[config.mk]
export PLATFORM = sky130hd
export DESIGN_NAME = actuator_safety_interlock_top_flat
export DESIGN_NICKNAME = d
export VERILOG_FILES = /design/src/design/asi_pkg.sv /design/src/design/asi_if.sv /design/src/design/asi_ctrl.sv /design/src/design/actuator_safety_interlock_top.sv /design/src/flat_wrapper.sv
export SDC_FILE = /design/constraint.sdc
export NUM_CORES = 1
export LEC_CHECK = 0
export BUFFER_PORTS_ARGS = -buffer_cell sky130_fd_sc_hd__buf_2
export CAP_MARGIN = 25
export CORE_UTILIZATION = 30
export DETAILED_ROUTE_END_ITERATION = 16
export HOLD_SLACK_MARGIN = 0.1
export PLACE_DENSITY = 0.53
export SLEW_MARGIN = 20
export SYNTH_ARGS = -nofsm -noshare
export SYNTH_HDL_FRONTEND = slang
export SYNTH_SLANG_ARGS = --single-unit
export TNS_END_PERCENT = 50
[constraint.sdc]
create_clock -name i_clk -period 11.4 [get_ports i_clk]
set_input_delay 2.85 -clock i_clk [delete_from_list [all_inputs] [get_ports i_clk]]
set_output_delay 2.85 -clock i_clk [all_outputs]
set_load 0.02 [all_outputs]
[src/design/asi_pkg.sv]
// shared types, codes and reset constants for the actuator safety interlock
// no dependencies
`default_nettype none

package asi_pkg;

    localparam int COUNT_WIDTH_DEF = 20;
    localparam int OP_W            = 4;
    localparam int GRAMS_W         = 12;
    localparam int HEADCOUNT_W     = 8;
    localparam int MODE_W          = 3;
    localparam int FEED_RATE_W     = 8;
    localparam int CLEAN_CAP_W     = 20;
    localparam int CFG_IDX_W       = 4;
    localparam int CFG_DATA_W      = 20;
    localparam int FEED_PROD_W     = GRAMS_W + FEED_RATE_W;

    localparam logic [FEED_RATE_W-1:0] FEED_RATE_RST = FEED_RATE_W'(30);
    localparam logic [CLEAN_CAP_W-1:0] CLEAN_CAP_RST = CLEAN_CAP_W'(300000);

    localparam logic [CFG_IDX_W-1:0] CFG_FEED_RATE = CFG_IDX_W'(0);
    localparam logic [CFG_IDX_W-1:0] CFG_CLEAN_CAP = CFG_IDX_W'(1);

    localparam logic [MODE_W-1:0] MODE_CODE_BOOT = MODE_W'(0);
    localparam logic [MODE_W-1:0] MODE_CODE_CONN = MODE_W'(1);
    localparam logic [MODE_W-1:0] MODE_CODE_IDLE = MODE_W'(2);
    localparam logic [MODE_W-1:0] MODE_CODE_RUN  = MODE_W'(3);
    localparam logic [MODE_W-1:0] MODE_CODE_ERR  = MODE_W'(4);
    localparam logic [MODE_W-1:0] MODE_CODE_STOP = MODE_W'(5);

    typedef enum logic [OP_W-1:0] {
        OP_TICK        = 4'd0,
        OP_STOP_SET    = 4'd1,
        OP_STOP_CLEAR  = 4'd2,
        OP_DOOR_OPEN   = 4'd3,
        OP_DOOR_CLOSE  = 4'd4,
        OP_FEED        = 4'd5,
        OP_CLEAN_START = 4'd6,
        OP_CLEAN_STOP  = 4'd7,
        OP_ARM_REQ     = 4'd8,
        OP_SENSOR_FAIL = 4'd9
    } t_op;

    typedef enum logic [5:0] {
        M_BOOT = 6'b000001,
        M_CONN = 6'b000010,
        M_IDLE = 6'b000100,
        M_RUN  = 6'b001000,
        M_ERR  = 6'b010000,
        M_STOP = 6'b100000
    } t_mode;

    typedef struct packed {
        logic [OP_W-1:0]        operation;
        logic                   link_up;
        logic [GRAMS_W-1:0]     feed_grams;
        logic [HEADCOUNT_W-1:0] chicken_count;
    } t_item;

    typedef struct packed {
        logic [MODE_W-1:0] mode;
        logic              door_open;
        logic              feed_motor_on;
        logic              clean_motor_on;
        logic              stop_latched;
        logic              arm_vetoed;
        logic              rejected;
        logic              mode_changed;
    } t_result;

    function automatic logic [MODE_W-1:0] mode_code(input t_mode m);
        logic [MODE_W-1:0] c;
        case (m)
            M_BOOT:  c = MODE_CODE_BOOT;
            M_CONN:  c = MODE_CODE_CONN;
            M_IDLE:  c = MODE_CODE_IDLE;
            M_RUN:   c = MODE_CODE_RUN;
            M_ERR:   c = MODE_CODE_ERR;
            M_STOP:  c = MODE_CODE_STOP;
            default: c = MODE_CODE_CONN;
        endcase
        return c;
    endfunction

endpackage

`default_nettype wire

[src/design/asi_if.sv]
// valid/ready channel interfaces: command input, result output, register writes
// depends on asi_pkg
`default_nettype none

interface asi_in_if;
    import asi_pkg::*;
    logic                   valid;
    logic                   ready;
    logic [OP_W-1:0]        operation;
    logic                   link_up;
    logic [GRAMS_W-1:0]     feed_grams;
    logic [HEADCOUNT_W-1:0] chicken_count;

    modport source (output valid, operation, link_up, feed_grams, chicken_count,
                    input ready);
    modport sink   (input valid, operation, link_up, feed_grams, chicken_count,
                    output ready);
endinterface

interface asi_out_if;
    import asi_pkg::*;
    logic              valid;
    logic              ready;
    logic [MODE_W-1:0] mode;
    logic              door_open;
    logic              feed_motor_on;
    logic              clean_motor_on;
    logic              stop_latched;
    logic              arm_vetoed;
    logic              rejected;
    logic              mode_changed;

    modport source (output valid, mode, door_open, feed_motor_on, clean_motor_on,
                    stop_latched, arm_vetoed, rejected, mode_changed,
                    input ready);
    modport sink   (input valid, mode, door_open, feed_motor_on, clean_motor_on,
                    stop_latched, arm_vetoed, rejected, mode_changed,
                    output ready);
endinterface

interface asi_cfg_if;
    import asi_pkg::*;
    logic                  valid;
    logic                  ready;
    logic [CFG_IDX_W-1:0]  index;
    logic [CFG_DATA_W-1:0] data;

    modport source (output valid, index, data, input ready);
    modport sink   (input valid, index, data, output ready);
endinterface

`default_nettype wire

[src/design/asi_ctrl.sv]
// interlock state: mode controller, stop latch, door, feed and cleaning countdowns
// depends on asi_pkg; fed one accepted transaction at a time by the top level
`default_nettype none

module asi_ctrl
    import asi_pkg::*;
#(
    parameter int COUNT_WIDTH = COUNT_WIDTH_DEF
) (
    input  wire logic                   i_clk,
    input  wire logic                   i_rst_n,
    input  wire logic                   i_accept,
    input  wire t_item                  i_item,
    input  wire logic [FEED_RATE_W-1:0] i_feed_rate,
    input  wire logic [CLEAN_CAP_W-1:0] i_clean_cap,
    output t_result                     o_result
);

    localparam int WIDE_W = (COUNT_WIDTH > FEED_PROD_W) ? COUNT_WIDTH : FEED_PROD_W;
    localparam logic [WIDE_W-1:0] CNT_MAX = WIDE_W'({COUNT_WIDTH{1'b1}});

    t_mode                  r_mode, n_mode;
    logic                   r_stop, n_stop;
    logic                   r_door, n_door;
    logic                   r_feed_active, n_feed_active;
    logic [COUNT_WIDTH-1:0] r_feed_left, n_feed_left;
    logic                   r_clean_active, n_clean_active;
    logic [COUNT_WIDTH-1:0] r_clean_left, n_clean_left;

    logic                   n_vetoed;
    logic                   n_rejected;
    logic [FEED_PROD_W-1:0] feed_prod;
    logic [WIDE_W-1:0]      feed_wide;
    logic [WIDE_W-1:0]      cap_wide;
    logic [COUNT_WIDTH-1:0] feed_sat;
    logic [COUNT_WIDTH-1:0] cap_sat;
    t_op                    op;

    // load values saturated at the counter width
    assign feed_prod = FEED_PROD_W'(i_item.feed_grams) * FEED_PROD_W'(i_feed_rate);
    assign feed_wide = WIDE_W'(feed_prod);
    assign cap_wide  = WIDE_W'(i_clean_cap);
    assign feed_sat  = (feed_wide > CNT_MAX) ? COUNT_WIDTH'(CNT_MAX)
                                             : COUNT_WIDTH'(feed_wide);
    assign cap_sat   = (cap_wide > CNT_MAX) ? COUNT_WIDTH'(CNT_MAX)
                                            : COUNT_WIDTH'(cap_wide);
    assign op        = t_op'(i_item.operation);

    always_comb begin
        n_mode         = r_mode;
        n_stop         = r_stop;
        n_door         = r_door;
        n_feed_active  = r_feed_active;
        n_feed_left    = r_feed_left;
        n_clean_active = r_clean_active;
        n_clean_left   = r_clean_left;
        n_vetoed       = 1'b0;
        n_rejected     = r_stop && (i_item.operation inside {[OP_DOOR_OPEN:OP_SENSOR_FAIL]});

        if (!n_rejected) begin
            case (op)
                OP_TICK: begin
                    // drives count down in every mode
                    if (r_feed_active) begin
                        if (r_feed_left != '0) begin
                            n_feed_left = r_feed_left - COUNT_WIDTH'(1);
                        end
                        n_feed_active = (n_feed_left != '0);
                    end
                    if (r_clean_active) begin
                        if (r_clean_left != '0) begin
                            n_clean_left = r_clean_left - COUNT_WIDTH'(1);
                        end
                        n_clean_active = (n_clean_left != '0);
                    end
                    n_mode = r_stop ? M_STOP : r_mode;
                    case (n_mode)
                        M_BOOT: begin
                            n_mode = M_CONN;
                        end
                        M_CONN: begin
                            if (i_item.link_up) begin
                                n_mode = (n_feed_active || n_clean_active) ? M_RUN : M_IDLE;
                            end
                        end
                        M_IDLE: begin
                            if (!i_item.link_up) begin
                                n_mode = M_CONN;
                            end
                        end
                        M_RUN: begin
                            if (!i_item.link_up) begin
                                n_mode = M_CONN;
                            end else if (!n_feed_active && !n_clean_active) begin
                                n_mode = M_IDLE;
                            end
                        end
                        M_ERR: begin
                            if (i_item.link_up) begin
                                n_mode = M_IDLE;
                            end
                        end
                        M_STOP: begin
                            n_feed_active  = 1'b0;
                            n_clean_active = 1'b0;
                        end
                        default: begin
                            n_mode = M_CONN;
                        end
                    endcase
                end
                OP_STOP_SET: begin
                    n_stop         = 1'b1;
                    n_feed_active  = 1'b0;
                    n_clean_active = 1'b0;
                    n_mode         = M_STOP;
                end
                OP_STOP_CLEAR: begin
                    n_stop = 1'b0;
                    n_mode = M_IDLE;
                end
                OP_DOOR_OPEN: begin
                    n_door = 1'b1;
                end
                OP_DOOR_CLOSE: begin
                    n_door = 1'b0;
                end
                OP_FEED: begin
                    if (i_item.feed_grams != '0) begin
                        n_feed_left   = feed_sat;
                        n_feed_active = 1'b1;
                        n_mode        = M_RUN;
                    end
                end
                OP_CLEAN_START: begin
                    n_clean_left   = cap_sat;
                    n_clean_active = 1'b1;
                    n_mode         = M_RUN;
                end
                OP_CLEAN_STOP: begin
                    n_clean_active = 1'b0;
                end
                OP_ARM_REQ: begin
                    n_vetoed = (i_item.chicken_count != '0);
                end
                OP_SENSOR_FAIL: begin
                    if (r_mode == M_IDLE || r_mode == M_RUN) begin
                        n_feed_active  = 1'b0;
                        n_clean_active = 1'b0;
                        n_mode         = M_ERR;
                    end
                end
                default: begin
                end
            endcase
        end
    end

    always_ff @(posedge i_clk) begin
        if (!i_rst_n) begin
            r_mode         <= M_BOOT;
            r_stop         <= 1'b0;
            r_door         <= 1'b0;
            r_feed_active  <= 1'b0;
            r_feed_left    <= '0;
            r_clean_active <= 1'b0;
            r_clean_left   <= '0;
        end else if (i_accept) begin
            r_mode         <= n_mode;
            r_stop         <= n_stop;
            r_door         <= n_door;
            r_feed_active  <= n_feed_active;
            r_feed_left    <= n_feed_left;
            r_clean_active <= n_clean_active;
            r_clean_left   <= n_clean_left;
        end
    end

    always_comb begin
        o_result.mode           = mode_code(n_mode);
        o_result.door_open      = n_door;
        o_result.feed_motor_on  = n_feed_active;
        o_result.clean_motor_on = n_clean_active;
        o_result.stop_latched   = n_stop;
        o_result.arm_vetoed     = n_vetoed;
        o_result.rejected       = n_rejected;
        o_result.mode_changed   = (n_mode != r_mode);
    end

`ifndef ASSERT_OFF
    a_stop_mode : assert property (@(posedge i_clk) disable iff (!i_rst_n)
        r_stop |-> (r_mode == M_STOP))
        else $error("stop latched outside estop mode");

    a_halt_no_drive : assert property (@(posedge i_clk) disable iff (!i_rst_n)
        (r_mode == M_ERR || r_mode == M_STOP) |-> (!r_feed_active && !r_clean_active))
        else $error("drive active in error or estop mode");

    a_reject_hold : assert property (@(posedge i_clk) disable iff (!i_rst_n)
        (i_accept && n_rejected) |=> ($stable(r_mode) && $stable(r_door)
                                      && $stable(r_feed_active) && $stable(r_clean_active)))
        else $error("rejected transaction changed state");
`endif

endmodule

`default_nettype wire

[src/design/actuator_safety_interlock_top.sv]
// output: each accepted transaction's result is registered and presented from the result register
// throughput: one transaction per cycle; the single result register is refilled
//   in the same cycle that it is taken, so input ready drops only on output stall
// reset: synchronous active-low i_rst_n returns boot mode, stop clear, door closed,
//   drives off, registers to 30 ms per gram and 300000 ms cleaning cap
// depends on asi_pkg, asi_if and asi_ctrl
`default_nettype none

module actuator_safety_interlock_top
    import asi_pkg::*;
#(
    parameter int COUNT_WIDTH = COUNT_WIDTH_DEF
) (
    input  wire logic  i_clk,
    input  wire logic  i_rst_n,
    asi_in_if.sink     i_in,
    asi_out_if.source  o_out,
    asi_cfg_if.sink    i_cfg
);

    logic [FEED_RATE_W-1:0] r_feed_rate;
    logic [CLEAN_CAP_W-1:0] r_clean_cap;
    logic                   r_out_valid;
    t_result                r_out;
    t_result                n_out;
    t_item                  item;
    logic                   accept;

    assign i_cfg.ready = 1'b1;

    always_ff @(posedge i_clk) begin
        if (!i_rst_n) begin
            r_feed_rate <= FEED_RATE_RST;
            r_clean_cap <= CLEAN_CAP_RST;
        end else if (i_cfg.valid) begin
            case (i_cfg.index)
                CFG_FEED_RATE: r_feed_rate <= i_cfg.data[FEED_RATE_W-1:0];
                CFG_CLEAN_CAP: r_clean_cap <= i_cfg.data[CLEAN_CAP_W-1:0];
                default: begin
                end
            endcase
        end
    end

    assign i_in.ready = !r_out_valid || o_out.ready;
    assign accept     = i_in.valid && i_in.ready;

    assign item.operation     = i_in.operation;
    assign item.link_up       = i_in.link_up;
    assign item.feed_grams    = i_in.feed_grams;
    assign item.chicken_count = i_in.chicken_count;

    asi_ctrl #(
        .COUNT_WIDTH (COUNT_WIDTH)
    ) u_ctrl (
        .i_clk       (i_clk),
        .i_rst_n     (i_rst_n),
        .i_accept    (accept),
        .i_item      (item),
        .i_feed_rate (r_feed_rate),
        .i_clean_cap (r_clean_cap),
        .o_result    (n_out)
    );

    always_ff @(posedge i_clk) begin
        if (!i_rst_n) begin
            r_out_valid <= 1'b0;
        end else if (accept) begin
            r_out_valid <= 1'b1;
        end else if (o_out.ready) begin
            r_out_valid <= 1'b0;
        end
    end

    always_ff @(posedge i_clk) begin
        if (accept) begin
            r_out <= n_out;
        end
    end

    assign o_out.valid          = r_out_valid;
    assign o_out.mode           = r_out.mode;
    assign o_out.door_open      = r_out.door_open;
    assign o_out.feed_motor_on  = r_out.feed_motor_on;
    assign o_out.clean_motor_on = r_out.clean_motor_on;
    assign o_out.stop_latched   = r_out.stop_latched;
    assign o_out.arm_vetoed     = r_out.arm_vetoed;
    assign o_out.rejected       = r_out.rejected;
    assign o_out.mode_changed   = r_out.mode_changed;

`ifndef ASSERT_OFF
    a_accept_fills : assert property (@(posedge i_clk) disable iff (!i_rst_n)
        accept |=> r_out_valid)
        else $error("accepted transaction left no result");

    a_stall_blocks : assert property (@(posedge i_clk) disable iff (!i_rst_n)
        (r_out_valid && !o_out.ready) |-> !i_in.ready)
        else $error("input taken while result register stalled");

    a_drain : assert property (@(posedge i_clk) disable iff (!i_rst_n)
        (r_out_valid && o_out.ready && !accept) |=> !r_out_valid)
        else $error("taken result not released");
`endif

endmodule

`default_nettype wire

[src/flat_wrapper.sv]
// flat-port wrapper written by rule: the top's interface ports become plain ports
module actuator_safety_interlock_top_flat import asi_pkg::*;
#(
    parameter int COUNT_WIDTH = COUNT_WIDTH_DEF
)
  (i_clk, i_rst_n, i_in_valid, i_in_operation, i_in_link_up, i_in_feed_grams, i_in_chicken_count, i_in_ready, o_out_valid, o_out_mode, o_out_door_open, o_out_feed_motor_on, o_out_clean_motor_on, o_out_stop_latched, o_out_arm_vetoed, o_out_rejected, o_out_mode_changed, o_out_ready, i_cfg_valid, i_cfg_index, i_cfg_data, i_cfg_ready);
  asi_in_if i_in_i ();
  asi_out_if o_out_i ();
  asi_cfg_if i_cfg_i ();
  input  wire logic i_clk;
  input  wire logic i_rst_n;
  input wire logic [$bits(i_in_i.valid)-1:0] i_in_valid;
  input wire logic [$bits(i_in_i.operation)-1:0] i_in_operation;
  input wire logic [$bits(i_in_i.link_up)-1:0] i_in_link_up;
  input wire logic [$bits(i_in_i.feed_grams)-1:0] i_in_feed_grams;
  input wire logic [$bits(i_in_i.chicken_count)-1:0] i_in_chicken_count;
  output wire logic [$bits(i_in_i.ready)-1:0] i_in_ready;
  output wire logic [$bits(o_out_i.valid)-1:0] o_out_valid;
  output wire logic [$bits(o_out_i.mode)-1:0] o_out_mode;
  output wire logic [$bits(o_out_i.door_open)-1:0] o_out_door_open;
  output wire logic [$bits(o_out_i.feed_motor_on)-1:0] o_out_feed_motor_on;
  output wire logic [$bits(o_out_i.clean_motor_on)-1:0] o_out_clean_motor_on;
  output wire logic [$bits(o_out_i.stop_latched)-1:0] o_out_stop_latched;
  output wire logic [$bits(o_out_i.arm_vetoed)-1:0] o_out_arm_vetoed;
  output wire logic [$bits(o_out_i.rejected)-1:0] o_out_rejected;
  output wire logic [$bits(o_out_i.mode_changed)-1:0] o_out_mode_changed;
  input wire logic [$bits(o_out_i.ready)-1:0] o_out_ready;
  input wire logic [$bits(i_cfg_i.valid)-1:0] i_cfg_valid;
  input wire logic [$bits(i_cfg_i.index)-1:0] i_cfg_index;
  input wire logic [$bits(i_cfg_i.data)-1:0] i_cfg_data;
  output wire logic [$bits(i_cfg_i.ready)-1:0] i_cfg_ready;
  assign i_in_i.valid = i_in_valid;
  assign i_in_i.operation = i_in_operation;
  assign i_in_i.link_up = i_in_link_up;
  assign i_in_i.feed_grams = i_in_feed_grams;
  assign i_in_i.chicken_count = i_in_chicken_count;
  assign i_in_ready = i_in_i.ready;
  assign o_out_valid = o_out_i.valid;
  assign o_out_mode = o_out_i.mode;
  assign o_out_door_open = o_out_i.door_open;
  assign o_out_feed_motor_on = o_out_i.feed_motor_on;
  assign o_out_clean_motor_on = o_out_i.clean_motor_on;
  assign o_out_stop_latched = o_out_i.stop_latched;
  assign o_out_arm_vetoed = o_out_i.arm_vetoed;
  assign o_out_rejected = o_out_i.rejected;
  assign o_out_mode_changed = o_out_i.mode_changed;
  assign o_out_i.ready = o_out_ready;
  assign i_cfg_i.valid = i_cfg_valid;
  assign i_cfg_i.index = i_cfg_index;
  assign i_cfg_i.data = i_cfg_data;
  assign i_cfg_ready = i_cfg_i.ready;
  actuator_safety_interlock_top #(.COUNT_WIDTH(COUNT_WIDTH)) u_core (.i_clk(i_clk), .i_rst_n(i_rst_n), .i_in(i_in_i), .o_out(o_out_i), .i_cfg(i_cfg_i));
endmodule
==> out/metrics.csv <==
stage,metric,value,unit
setup_path,Critical Path Source Type,input port,
setup_path,WP data required,11690,ps
setup_path,Critical Setup Path Class,input port to flop,
synthesis,ys async rst share,0,%
sta,Max Freq,0.142,GHz
clock_network,post_cts resized,0,
setup_path,crit end category,flop,
sta,final setup fails,0,
cells_and_area,synth-to-layout area growth,10.8,%
die,Rows,61,
pwr,pwr/cell area,115,nW/µm²
clock_network,Post-CTS Setup Inserts,0,
die,initial core utilization,30.5,%
synthesis,yosys warns,0,
pwr,VDD IR max,0.0586,mV
setup_path,CP Max Fanout,9,
routing,average wire per standard cell,15.4,µm
synthesis,"Distinct cells, synth",78,
sta,setup TNS,0,ps
sta,RSZ-0062 raised after global routing,false,
global_route,first-pass GRT wire length,38.2,mm
synthesis,top post-synthesis cells by area,"dfxtp_1 (19%), fa_1 (14%), nand2_1 (7.7%), ha_1 (6.2%), a21oi_1 (5.4%)",
synthesis,"Net Count, Synth",1279,
synthesis,number of synthesized flops with an enable pin,10,
sta,final-report hold violation count,0,
synthesis,mapped cell area,8500,µm²
sta,Worst slew margin,43.2,%
clock_network,CTS Sinks,89,
synthesis,post-synth top area cell,dfxtp_1,
global_route,largest net degree at the start of global routing,36,
global_route,vias in the first global route,7308,
setup_path,CP arrival,7350,ps
routing,Post-route DRC,0,
sta,Setup Skew,7.78,ps
routing,antenna-violating nets left,0,
synthesis,sequential fraction of the synthesis area,22.2,%
die,die height,170,µm
clock_network,CTS Buf Count,9,
cells_and_area,FILL cells,2977,
global_route,total gr overflow,0,
routing,Iteration-0 DRC Markers,420,
synthesis,Post-Syn Area per Cell,7.57,µm²
pwr,Leakage,4.07,nW
cells_and_area,layout cells sized above 1,9.39,%
synthesis,top cell type's share of synthesized area,18.6,%
clock_network,H-Tree Depth,3,
worst_hold_path,worst hold path type,flop to flop,
sta,fin crit share,61.9,%
die,chip width,170,µm
run,Max Cap Viol,0,
routing,final WL,23.4,mm
synthesis,Yosys reg bits,89,
clock_network,CTS tree,yes,
sta,Worst-Margin Slew,852,ps
placed_design,port buffer count,65,
die,Total Die Area,29000,µm²
die,Core Area,27900,µm²
synthesis,Synth Instances,1123,
placed_design,Detailed Place HPWL,17.4,mm
routing,drt via density,5.18,
cells_and_area,Nets,1291,
routing,via count,7870,
placed_design,GP Congestion,0.886,
clock_network,CTS root buffer,clkbuf_16,
clock_network,clk_lat worst skew,360,ps
sta,count of pins over their slew limit,0,
clock_network,hold_buf cts,0,
die,Top Ports,67,
cells_and_area,Ant. Diodes,0,
global_route,initial antenna violation count,0,
cells_and_area,Layout Utilization,33.8,%
clock_network,CTS max path bufs,2,
clock_network,clock transition at the registers of the reported paths,70,ps
synthesis,Main synth FF type,dfxtp_1,
sta,final worst path period need,7060,ps
routing,DR pass1 iterations,5,
global_route,GRT Total Usage,16.4,%
run_status,outcome,"complete, no violations",
sequential cells by signal, indices dropped and copies added (netlist names):
name / count
u_core.r_clean_cap: 20
u_core.u_ctrl.r_clean_left: 20
u_core.u_ctrl.r_feed_left: 20
u_core.r_feed_rate: 8
u_core.u_ctrl.r_mode: 6
u_core.o_out.mode: 3
u_core.o_out.arm_vetoed: 1
u_core.o_out.clean_motor_on: 1
u_core.o_out.door_open: 1
u_core.o_out.feed_motor_on: 1
u_core.o_out.mode_changed: 1
u_core.o_out.rejected: 1
u_core.o_out.stop_latched: 1
u_core.o_out.valid: 1
u_core.u_ctrl.r_clean_active: 1
u_core.u_ctrl.r_door: 1
u_core.u_ctrl.r_feed_active: 1
u_core.u_ctrl.r_stop: 1
through the flow:
step | instance area, µm² | total power [mW] | instances | setup slack (ps) | hold WS (ps)
floorplan | 8500 | 0.665 | 1123 | 4300 | 433
global placement | 9060 | 0.759 | 1500 | 3980 | 449
detailed placement | 9090 | 0.763 | 1502 | 3950 | 454
CTS | 9410 | 1.09 | 1518 | 4310 | 464
global route | 9410 | 1.16 | 1518 | 4040 | 494
finish | 9410 | 1.08 | 1518 | 4340 | 461
routing by layer:
layer,wire [µm],vias to the layer above,track usage [%],share of wire [%]
met1,11400,3748,23.3,49
met5,0,-,0,0
met4,256,0,4.27,1.1
met3,1020,19,1.95,4.4
met2,10700,197,26.3,46
li1,-,3906,-,-
synthesized netlist by cell type (7+ instances only):
cell      number
nand2_1      174
a21oi_1       92
inv_1         89
nor2_1        87
dfxtp_1       79
clkbuf_1      66
fa_1          60
o21ai_0       60
and2_1        49
ha_1          42
nand3_1       35
nor3_1        34
or3_1         21
nor4_1        18
a211oi_1      16
xnor2_1       16
mux2i_1       11
xor2_1        11
edfxtp_1      10
a31oi_1        9
and3_1         9
nand4_1        8
o31ai_1        8
o211ai_1       7
kinds of logic (layout without fill, tap and decap cells):
family	Yosys count	after routing	share of synthesized area, %
flops	89	89	22.2
other cells	1	1	0.0441
mux	12	12	1.43
simple gates	472	472	26.7
compound gates	257	257	19.1
buf+inv	163	180	7.45
xor+xnor	27	27	2.78
fa+ha+maj	102	102	20.3
where the power goes:
group | internal (mW) | switching (mW) | total (mW)
clock network | 0.186 | 0.142 | 0.328
logic | 0.175 | 0.244 | 0.420
registers | 0.325 | 0.0102 | 0.336
total | 0.687 | 0.397 | 1.08
cell type report:
class	instances	area (µm²)	share of cell area, %
clock buffer	10	250	2.66
clock inverter	6	72.6	0.771
inverter	90	338	3.59
multi-input combinational	871	5990	63.7
sequential	89	1880	20.0
tap	378	473	5.03
timing repair buffer	74	403	4.28
critical path: stages:
cell	delay, ps
buf_2	160
and2_1	190
fa_1	450
fa_1	540
inv_1	50
fa_1	460
fa_1	540
inv_1	40
ha_1	320
a21oi_1	240
o21bai_1	120
a31o_2	260
a41oi_1	240
a21oi_1	160
a311oi_1	330
xnor2_1	160
nand3_1	90
a21oi_1	150
final timing paths:
path	from	endpoint	cells after the start	slack [ps]
min reg2reg	u_core.r_clean_cap[11]	u_core.r_clean_cap[11]	2	460
min	u_core.r_clean_cap[11]	u_core.r_clean_cap[11]	2	460
max reg2reg	u_core.r_feed_rate[7]	u_core.u_ctrl.r_feed_left[19]	15	6340
max	i_in_feed_grams[1]	u_core.u_ctrl.r_feed_left[19]	18	4340
cell usage in the layout, fill, tap and decap left out, types with 10 or more instances in the layout:
master and instances:
mux2i_1 11, o21ai_0 60, edfxtp_1 10, nand2_1 174, nor2_1 87, dfxtp_1 79, nor4_1 17, a211oi_1 16
a21oi_1 92, nand3_1 35, nor3_1 33, fa_1 60, and2_1 49, inv_1 89, ha_1 42, buf_2 66
xnor2_1 16, or3_1 21, clkbuf_16 10, xor2_1 11
No activity file was read; power rests on OpenSTA's default activity.
